$ cat src/rtl/chd_pkg.sv
// Shared constants, status codes, state encoding and control structs
// for the cyclic Hamming (15,11) error-trapping decoder. No dependencies.
`default_nettype none

package chd_pkg;

    // Code geometry
    localparam int CODE_BITS   = 15;
    localparam int DATA_BITS   = 11;
    localparam int CHECK_BITS  = 4;
    localparam int SYN_BITS    = 4;
    localparam int CNT_W       = 4;
    localparam int IN_TDATA_W  = 16;
    localparam int OUT_TDATA_W = 16;
    localparam int STATUS_W    = 2;

    // Generator x^4+x^3+1, aligned to the top of the word for long division
    localparam logic [CODE_BITS-1:0] POLY_ALIGNED = 15'h6400;
    localparam logic [CODE_BITS-1:0] TOP_BIT      = 15'h4000;
    // Same generator for the 4-bit syndrome shift register
    localparam logic [SYN_BITS:0]    GEN_POLY     = 5'h19;

    // Last division step and rotation bound
    localparam logic [CNT_W-1:0] DIV_LAST   = 4'd14;
    localparam logic [CNT_W-1:0] TURN_LIMIT = 4'd15;

    typedef enum logic [STATUS_W-1:0] {
        STATUS_NONE  = 2'd0,
        STATUS_FIXED = 2'd1,
        STATUS_FAIL  = 2'd2
    } chd_status_t;

    typedef enum logic [1:0] {
        ST_IDLE,
        ST_DIVIDE,
        ST_TRAP,
        ST_FINISH
    } chd_state_t;

    // Controller to datapath
    typedef struct packed {
        logic load;       // capture a new codeword
        logic div_step;   // one long-division step
        logic trap_step;  // rotate word, advance syndrome
        logic fix;        // apply correction, settle status
        logic out_load;   // rotate back into the output register
    } chd_cmd_t;

    // Datapath to controller
    typedef struct packed {
        logic div_done;   // current division step is the last one
        logic syn_zero;   // syndrome is zero
        logic trapped;    // syndrome weight at most one
        logic turns_full; // rotation bound reached
        logic out_busy;   // output register holds an untaken result
    } chd_sts_t;

endpackage

`default_nettype wire

$ cat src/rtl/chd_datapath.sv
// Datapath: word and division registers, syndrome shift register,
// step counter and output register. Depends on chd_pkg.
`default_nettype none

module chd_datapath (
    input  wire logic                          aclk,
    input  wire logic                          aresetn,
    input  wire chd_pkg::chd_cmd_t             cmd,
    output chd_pkg::chd_sts_t                  sts,
    input  wire logic [chd_pkg::CODE_BITS-1:0] in_word,
    input  wire logic                          out_ready,
    output logic                               out_valid,
    output logic [chd_pkg::DATA_BITS-1:0]      out_data,
    output logic [chd_pkg::STATUS_W-1:0]       out_status
);
    import chd_pkg::*;

    logic [CODE_BITS-1:0]   word_reg, word_next;
    logic [CODE_BITS-1:0]   div_reg, div_next;
    logic [SYN_BITS-1:0]    syn_reg, syn_next;
    logic [CNT_W-1:0]       cnt_reg, cnt_next;
    chd_status_t            stat_reg, stat_next;
    logic [DATA_BITS-1:0]   odata_reg, odata_next;
    chd_status_t            ostat_reg, ostat_next;
    logic                   ovalid_reg, ovalid_next;

    logic [CODE_BITS-1:0]   div_red;
    logic [CODE_BITS-1:0]   div_shift;
    logic [SYN_BITS:0]      syn_shift;
    logic [CODE_BITS-1:0]   word_rot;
    logic [2*CODE_BITS-1:0] word_dbl;
    logic [CODE_BITS-1:0]   word_back;
    logic                   trapped;

    // One long-division step: reduce on the top bit, then shift
    assign div_red   = ((div_reg & TOP_BIT) != '0) ? (div_reg ^ POLY_ALIGNED) : div_reg;
    assign div_shift = {div_red[CODE_BITS-2:0], 1'b0};

    // Syndrome of the word rotated by one is x times the syndrome mod g
    assign syn_shift = {syn_reg, 1'b0} ^ (syn_reg[SYN_BITS-1] ? GEN_POLY : '0);

    assign word_rot  = {word_reg[CODE_BITS-2:0], word_reg[CODE_BITS-1]};

    // Rotate right by the number of turns taken
    assign word_dbl  = {word_reg, word_reg} >> cnt_reg;
    assign word_back = word_dbl[CODE_BITS-1:0];

    // Weight at most one
    assign trapped   = (syn_reg & (syn_reg - SYN_BITS'(1))) == '0;

    // Status to controller
    assign sts.div_done   = (cnt_reg == DIV_LAST);
    assign sts.syn_zero   = (syn_reg == '0);
    assign sts.trapped    = trapped;
    assign sts.turns_full = (cnt_reg == TURN_LIMIT);
    assign sts.out_busy   = ovalid_reg && !out_ready;

    // Next-value logic
    always_comb begin
        word_next   = word_reg;
        div_next    = div_reg;
        syn_next    = syn_reg;
        cnt_next    = cnt_reg;
        stat_next   = stat_reg;
        odata_next  = odata_reg;
        ostat_next  = ostat_reg;
        ovalid_next = ovalid_reg;

        if (cmd.load) begin
            word_next = in_word;
            div_next  = in_word;
            cnt_next  = '0;
        end

        if (cmd.div_step) begin
            div_next = div_shift;
            if (cnt_reg == DIV_LAST) begin
                cnt_next = '0;
                syn_next = div_shift[CODE_BITS-1 -: SYN_BITS];
            end else begin
                cnt_next = cnt_reg + CNT_W'(1);
            end
        end

        if (cmd.trap_step) begin
            word_next = word_rot;
            syn_next  = syn_shift[SYN_BITS-1:0];
            cnt_next  = cnt_reg + CNT_W'(1);
        end

        // Correction lands on the bit under the syndrome, bits 14..11
        if (cmd.fix) begin
            priority if (syn_reg == '0) begin
                stat_next = STATUS_NONE;
            end else if (trapped) begin
                word_next = word_reg ^ {syn_reg, {(CODE_BITS-SYN_BITS){1'b0}}};
                stat_next = STATUS_FIXED;
            end else begin
                stat_next = STATUS_FAIL;
            end
        end

        // Output register
        if (cmd.out_load) begin
            odata_next  = word_back[CODE_BITS-1:CHECK_BITS];
            ostat_next  = stat_reg;
            ovalid_next = 1'b1;
        end else if (out_ready) begin
            ovalid_next = 1'b0;
        end
    end

    // Payload registers
    always_ff @(posedge aclk) begin
        word_reg  <= word_next;
        div_reg   <= div_next;
        syn_reg   <= syn_next;
        cnt_reg   <= cnt_next;
        stat_reg  <= stat_next;
        odata_reg <= odata_next;
        ostat_reg <= ostat_next;
    end

    // Output valid
    always_ff @(posedge aclk) begin
        if (!aresetn) begin
            ovalid_reg <= 1'b0;
        end else begin
            ovalid_reg <= ovalid_next;
        end
    end

    assign out_valid  = ovalid_reg;
    assign out_data   = odata_reg;
    assign out_status = ostat_reg;

endmodule

`default_nettype wire

$ cat src/rtl/chd_ctrl.sv
// Controller state machine: sequences division, trap search and
// output load for one codeword at a time. Depends on chd_pkg.
`default_nettype none

module chd_ctrl (
    input  wire logic              aclk,
    input  wire logic              aresetn,
    input  wire logic              in_valid,
    output logic                   in_ready,
    input  wire chd_pkg::chd_sts_t sts,
    output chd_pkg::chd_cmd_t      cmd
);
    import chd_pkg::*;

    chd_state_t state_reg, state_next;
    logic       trap_end;

    // Search ends on zero, on weight one, or at the rotation bound
    assign trap_end = sts.syn_zero || sts.trapped || sts.turns_full;

    // Next state
    always_comb begin
        state_next = state_reg;
        unique case (state_reg)
            ST_IDLE: begin
                if (in_valid) state_next = ST_DIVIDE;
            end
            ST_DIVIDE: begin
                if (sts.div_done) state_next = ST_TRAP;
            end
            ST_TRAP: begin
                if (trap_end) state_next = ST_FINISH;
            end
            ST_FINISH: begin
                if (!sts.out_busy) state_next = ST_IDLE;
            end
            default: state_next = ST_IDLE;
        endcase
    end

    // Outputs
    always_comb begin
        cmd      = '0;
        in_ready = 1'b0;
        unique case (state_reg)
            ST_IDLE: begin
                in_ready = 1'b1;
                cmd.load = in_valid;
            end
            ST_DIVIDE: begin
                cmd.div_step = 1'b1;
            end
            ST_TRAP: begin
                cmd.fix       = trap_end;
                cmd.trap_step = !trap_end;
            end
            ST_FINISH: begin
                cmd.out_load = !sts.out_busy;
            end
            default: begin
                cmd = '0;
            end
        endcase
    end

    always_ff @(posedge aclk) begin
        if (!aresetn) begin
            state_reg <= ST_IDLE;
        end else begin
            state_reg <= state_next;
        end
    end

endmodule

`default_nettype wire

$ cat src/rtl/cyclic_hamming_15_11_decoder.sv
// Processing: each accepted codeword is divided bit-serially, then trap-searched by rotation (t = rotations, 0..15).
// One codeword at a time: a new request is taken only after the previous one has passed
// the bit-serial division, the one-rotation-per-cycle trap search and the output load.
// A finished result waits in the output register while the next codeword is taken.
// Reset: aresetn synchronous active low; clears the state machine and output valid.
`default_nettype none

module cyclic_hamming_15_11_decoder (
    input  wire logic                            aclk,
    input  wire logic                            aresetn,
    input  wire logic                            s_axis_tvalid,
    output logic                                 s_axis_tready,
    input  wire logic [chd_pkg::IN_TDATA_W-1:0]  s_axis_tdata,   // [14:0] codeword
    output logic                                 m_axis_tvalid,
    input  wire logic                            m_axis_tready,
    output logic [chd_pkg::OUT_TDATA_W-1:0]      m_axis_tdata,   // [10:0] data_bits
    output logic [chd_pkg::STATUS_W-1:0]         m_axis_tuser    // [1:0] status
);
    import chd_pkg::*;

    chd_cmd_t             cmd;
    chd_sts_t             sts;
    logic [DATA_BITS-1:0] data_bits;

    chd_ctrl u_ctrl (
        .aclk     (aclk),
        .aresetn  (aresetn),
        .in_valid (s_axis_tvalid),
        .in_ready (s_axis_tready),
        .sts      (sts),
        .cmd      (cmd)
    );

    chd_datapath u_datapath (
        .aclk       (aclk),
        .aresetn    (aresetn),
        .cmd        (cmd),
        .sts        (sts),
        .in_word    (s_axis_tdata[CODE_BITS-1:0]),
        .out_ready  (m_axis_tready),
        .out_valid  (m_axis_tvalid),
        .out_data   (data_bits),
        .out_status (m_axis_tuser)
    );

    assign m_axis_tdata = {{(OUT_TDATA_W-DATA_BITS){1'b0}}, data_bits};

`ifndef SYNTH
    // Busy after taking a request
    a_busy_after_accept: assert property (@(posedge aclk) disable iff (!aresetn)
        (s_axis_tvalid && s_axis_tready) |=> !s_axis_tready)
        else $error("decoder ready right after accepting a request");

    // Never overwrite a result that has not been taken
    a_no_overwrite: assert property (@(posedge aclk) disable iff (!aresetn)
        cmd.out_load |-> !(m_axis_tvalid && !m_axis_tready))
        else $error("output register loaded while holding a result");

    // No rotation past the bound
    a_turn_bound: assert property (@(posedge aclk) disable iff (!aresetn)
        cmd.trap_step |-> !sts.turns_full)
        else $error("trap search rotated past the bound");

    // Perfect code: every nonzero syndrome is trapped
    a_always_trapped: assert property (@(posedge aclk) disable iff (!aresetn)
        m_axis_tvalid |-> (m_axis_tuser != STATUS_FAIL))
        else $error("untrapped error reported");
`endif

endmodule

`default_nettype wire
$ cat config.mk
export PLATFORM = sky130hd
export DESIGN_NAME = cyclic_hamming_15_11_decoder
export DESIGN_NICKNAME = d
export VERILOG_FILES = /design/src/rtl/chd_pkg.sv /design/src/rtl/chd_datapath.sv /design/src/rtl/chd_ctrl.sv /design/src/rtl/cyclic_hamming_15_11_decoder.sv
export SDC_FILE = /design/constraint.sdc
export NUM_CORES = 1
export LEC_CHECK = 0
export ABC_AREA = 1
export BUFFER_PORTS_ARGS = -buffer_cell sky130_fd_sc_hd__buf_2
export CORE_MARGIN = 5
export CORE_UTILIZATION = 61
export CTS_BUF_LIST = sky130_fd_sc_hd__clkbuf_8
export CTS_CLUSTER_DIAMETER = 30
export CTS_CLUSTER_SIZE = 28
export DETAILED_ROUTE_END_ITERATION = 7
export PLACE_DENSITY = 0.93
export SLEW_MARGIN = 20
export SYNTH_ARGS = -nofsm -noshare
export SYNTH_HDL_FRONTEND = slang
export SYNTH_HIERARCHICAL = 1
export SYNTH_SLANG_ARGS = --single-unit
$ cat constraint.sdc
create_clock -name aclk -period 2.6 [get_ports aclk]
set_input_delay 0.13 -clock aclk [delete_from_list [all_inputs] [get_ports aclk]]
set_output_delay 0.13 -clock aclk [all_outputs]
set_load 0.1 [all_outputs]
# After elaboration in Yosys (flattened, before gate mapping)
# Index checks and enable logic that the tools add are counted.
# op_classes
addsub	2
mux	29
eq_ne	9
n_shift	1
n_reduce_logical	16
bitwise	4
# ops
operator	count
$mux W15	7
$mux W4	8
$shr A30 B4 Y15	1
$xor A15 B15 Y15	1
$mux W14	1
$mux W2	6
$eq A4 B4 Y1 const B	2
$logic_not A4 Y1	2
$pmux W2 S4	1
$reduce_bool A2 Y1	4
$mux W1	6
$ne A2 B2 Y1 const B	3
$add A4 B1 Y4 const B	1
$and A4 B4 Y4	1
$eq A2 B2 Y1 const B	2
$reduce_and A4 Y1	1
$sub A4 B1 Y4 const B	1
$xor A4 B4 Y4	1
$logic_not A1 Y1	3
$reduce_bool A3 Y1	1
$eq A2 B1 Y1 const B	1
$logic_not A2 Y1	1
$logic_or A1 B1 Y1	2
$ne A2 B1 Y1 const B	1
other kinds (3)	3
# totals
output_inout_bits	20
wordCells	71
regBits	56

# Longest topological paths before layout
# logic_depth
depth_word	11
ltp_mapped	14

# Modules after synthesis
# The synthesis kept the hierarchy.
# by_module_without_submodules
module	area_per_inst_um2	n_inst	cells_per_inst	seq_area_each_um2
chd_datapath	3220.6	1	413	1561.5
chd_ctrl	225.2	1	37	40.0
cyclic_hamming_15_11_decoder	41.3	1	6	0.0

# Least setup slack after synthesis
# Ideal clock, no wire load.
# synth_timing
path_kind	reg2reg
startpoint	reg u_ctrl.state_reg[0]
endpoint	reg u_datapath.word_reg[4] (data pin)
arrival_ns	2.012
synth_period_minus_slack_ns	2.261
path_buffers	1
setup_slack_ns	0.339
setup_time_ns	0.249
path_stages_with_launch	11
cell_sequence	dfxtp_1 -> inv_1 -> ha_1 -> nand2_1 -> inv_1 -> clkbuf_1 -> o21ai_0 -> nand2_1 -> o21ai_0 -> nand2_1 -> inv_2
# synth_lines
element	line_no	rtl
start, declared	chd_ctrl.sv:15	chd_state_t state_reg, state_next;
start signal, assigned	chd_ctrl.sv:70	state_reg <= state_next;
end signal, assigned	chd_datapath.sv:115	word_reg <= word_next;
end, declared	chd_datapath.sv:18	logic [CODE_BITS-1:0] word_reg, word_next;

==> impl_metrics.toml <==
[power]
peakVddDrop_v = 0.000973
power.internal_mw = 2.61
seq_power_share_pct = 34.5
switchingPower_mw = 2.58
pwr-share-clk_pct = 9.2
p_per_area_mw_per_mm2 = 1380
pwr-share-comb_pct = 56.4
sw_frac_of_total_pct = 49.7
leakagePower_nw = 1.78
finalPower_mw = 5.18

[clock_network]
cts_tree = "built"
cts.repair.resized = 0
hold_buffers = 0
cts-buffers-inserted = 5
cts_htree_levels = 2
worstSkewPairLatency_ns = 0.31
clk_pin_slew_ns = 0.10
cts_root_buf = "clkbuf_8"
post_cts_buffers = 0
clock-sinks = 56
clockBufferDepth = 2

[yosys]
synth_top_area_share_pct = 41.3
synth-seq-cells = 56
ys_seq_area_share_pct = 45.9
netlist_instances = 456
synth.avg_cell_area_um2 = 7.65
synth_area_leader_cell = "edfxtp_1"
synth_cell_types = 28
syn_area_mm2 = 0.00349
ys.flop_type = "edfxtp_1"
yosysMostFrequentCell = "nand2_1"
ys_async_sr_fraction_pct = 0
synth_edf_count = 48
synth_commonest_cells = "nand2_1, nand3_1, inv_1"
ys_warn_count = 6
synth_area_leaders = "edfxtp_1, nand2_1, nand3_1"

[run]
cap_viol_max_count = 0

[layout]
drive_gt1_share_pct = 12.9
syn_to_final_growth_pct = 7.36
fin_area_mm2 = 0.00374
fin_nets = 508
antenna_cells = 0
final_cells = 554
postLayoutCoreUtil_pct = 67.6

[place]
dpl-instance-area_mm2 = 0.00366
place_ws_ns = 0.294
io_buffers = 33
dp_hpwl_um = 5570
dp_cells = 546
gp_congestion = 0.933

[die]
initial_core_util_pct = 62.9
rows = 27
die_h_um = 85.6
die_width_um = 85.6
io_pins = 40
core_region_area_mm2 = 0.00554
dieArea_mm2 = 0.00733

[sta]
fmax_ghz = 0.431
maxSlewHeadroom_pct = 57.8
final_max_slew_viol_count = 0
final_hold_viol_count = 0
rsz0062_at_grt = "no"
skew_ns = 0.00968
timing.final.crit_share_pct = 89.2
finalSetupViolations = 0
holdWs_ns = 0.0515
tns_ns = 0
worst_slack_ns = 0.281
worstMarginPinSlew_ns = 0.631
finalCriticalPeriod_ns = 2.32

[grt]
antenna_found_initial = 0
grt_max_degree = 31
gr-total-overflow = 0
track_usage_pct = 21.6
grt_pass1_vias = 2789
grt_pass1_wl_um = 12800

[route]
dr.pass1.iters = 5
viasPerCell = 5.35
wl_met1_um = 3280
wl_met2_um = 3550
top_layer = "met4"
wl_met3_um = 515
detail-route-antenna-nets = 0
drtIter0Drc = 390
vias = 2965
route.detailed.drc = 0
wl_per_cell_um = 13.4
routed_wl_um = 7410

[worst_hold_path]
hold_class = "input pin to register"

[setup_path]
critPathRequiredTime_ns = 2.67
crit_arrival_ns = 2.39
critical_path.max_fanout = 28
start_kind = "register"
critPathCaptureType = "register"
crit_type = "register to register"

[outcome]
outcome = "complete, no violations"
## power groups by stage
stage | combinational (mW) | clock (mW) | sequential [mW]
2_1_floorplan | 2.16 | 0 | 1.96
3_3_place_gp | 2.79 | 0 | 1.79
3_5_place_dp | 2.87 | 0 | 1.81
4_1_cts | 2.89 | 0.487 | 1.79
5_1_grt | 3.34 | 0.525 | 1.83
6_report | 2.92 | 0.476 | 1.79
## path summary, 6_finish.rpt
check | startpoint | end | cells past startpoint | slack (ns)
setup / recovery | u_datapath/syn_reg[2] | u_datapath/word_reg[0] | 10 | 0.28
hold / removal | aresetn | u_datapath/out_valid | 2 | 0.05
setup reg to reg | u_datapath/syn_reg[2] | u_datapath/word_reg[0] | 10 | 0.28
hold reg to reg | u_datapath/stat_reg[1] | u_datapath/out_status[1] | 0 | 0.44
## final cells by class
type                            count  area (um2)
Multi-Input combinational cell    321        1520
Timing Repair Buffer               42         233
Clock inverter                      3        17.5
Inverter                           55         209
Clock buffer                        5        68.8
Tap cell                           72        90.1
Sequential cell                    56        1600
Fill cell                         479        1800
## cell usage in the layout (no fill, tap or decap), drive strengths merged
cell type  instances
ha                 7
clkinv             2
conb               5
inv               56
a21oi              5
buf               42
nor3b              1
edfxtp            48
o21a               1
nor2              17
or2                1
nand2            158
xnor2              6
mux2i              2
dfxtp              8
nand3             70
o21ai             47
clkbuf             5
xor2               1
## routing by layer
metal	global-route usage [%]	vias to the layer above
met4	3.60	0
met5	0	-
met3	3.17	10
li1	-	1517
met2	36.9	122
met1	29.8	1316
## worst max-delay path, cell delays in order (launching register included)
cell	delay, ns
edfxtp_1	0.43
inv_1	0.15
ha_1	0.18
nor3b_4	0.25
nor2_1	0.09
a21oi_1	0.28
inv_1	0.09
nor2_2	0.19
nand2_4	0.22
nand2_1	0.14
inv_1	0.04
## kinds of logic after synthesis
group	Yosys count	share of synthesized area (%)
buf+inv	83	10.8
other cells	1	0.108
xor+xnor	7	1.76
flops	56	45.9
simple gates	247	30.5
fa+ha+maj	7	2.51
compound gates	53	7.79
mux	2	0.574
(Power assumes the default switching activity.)
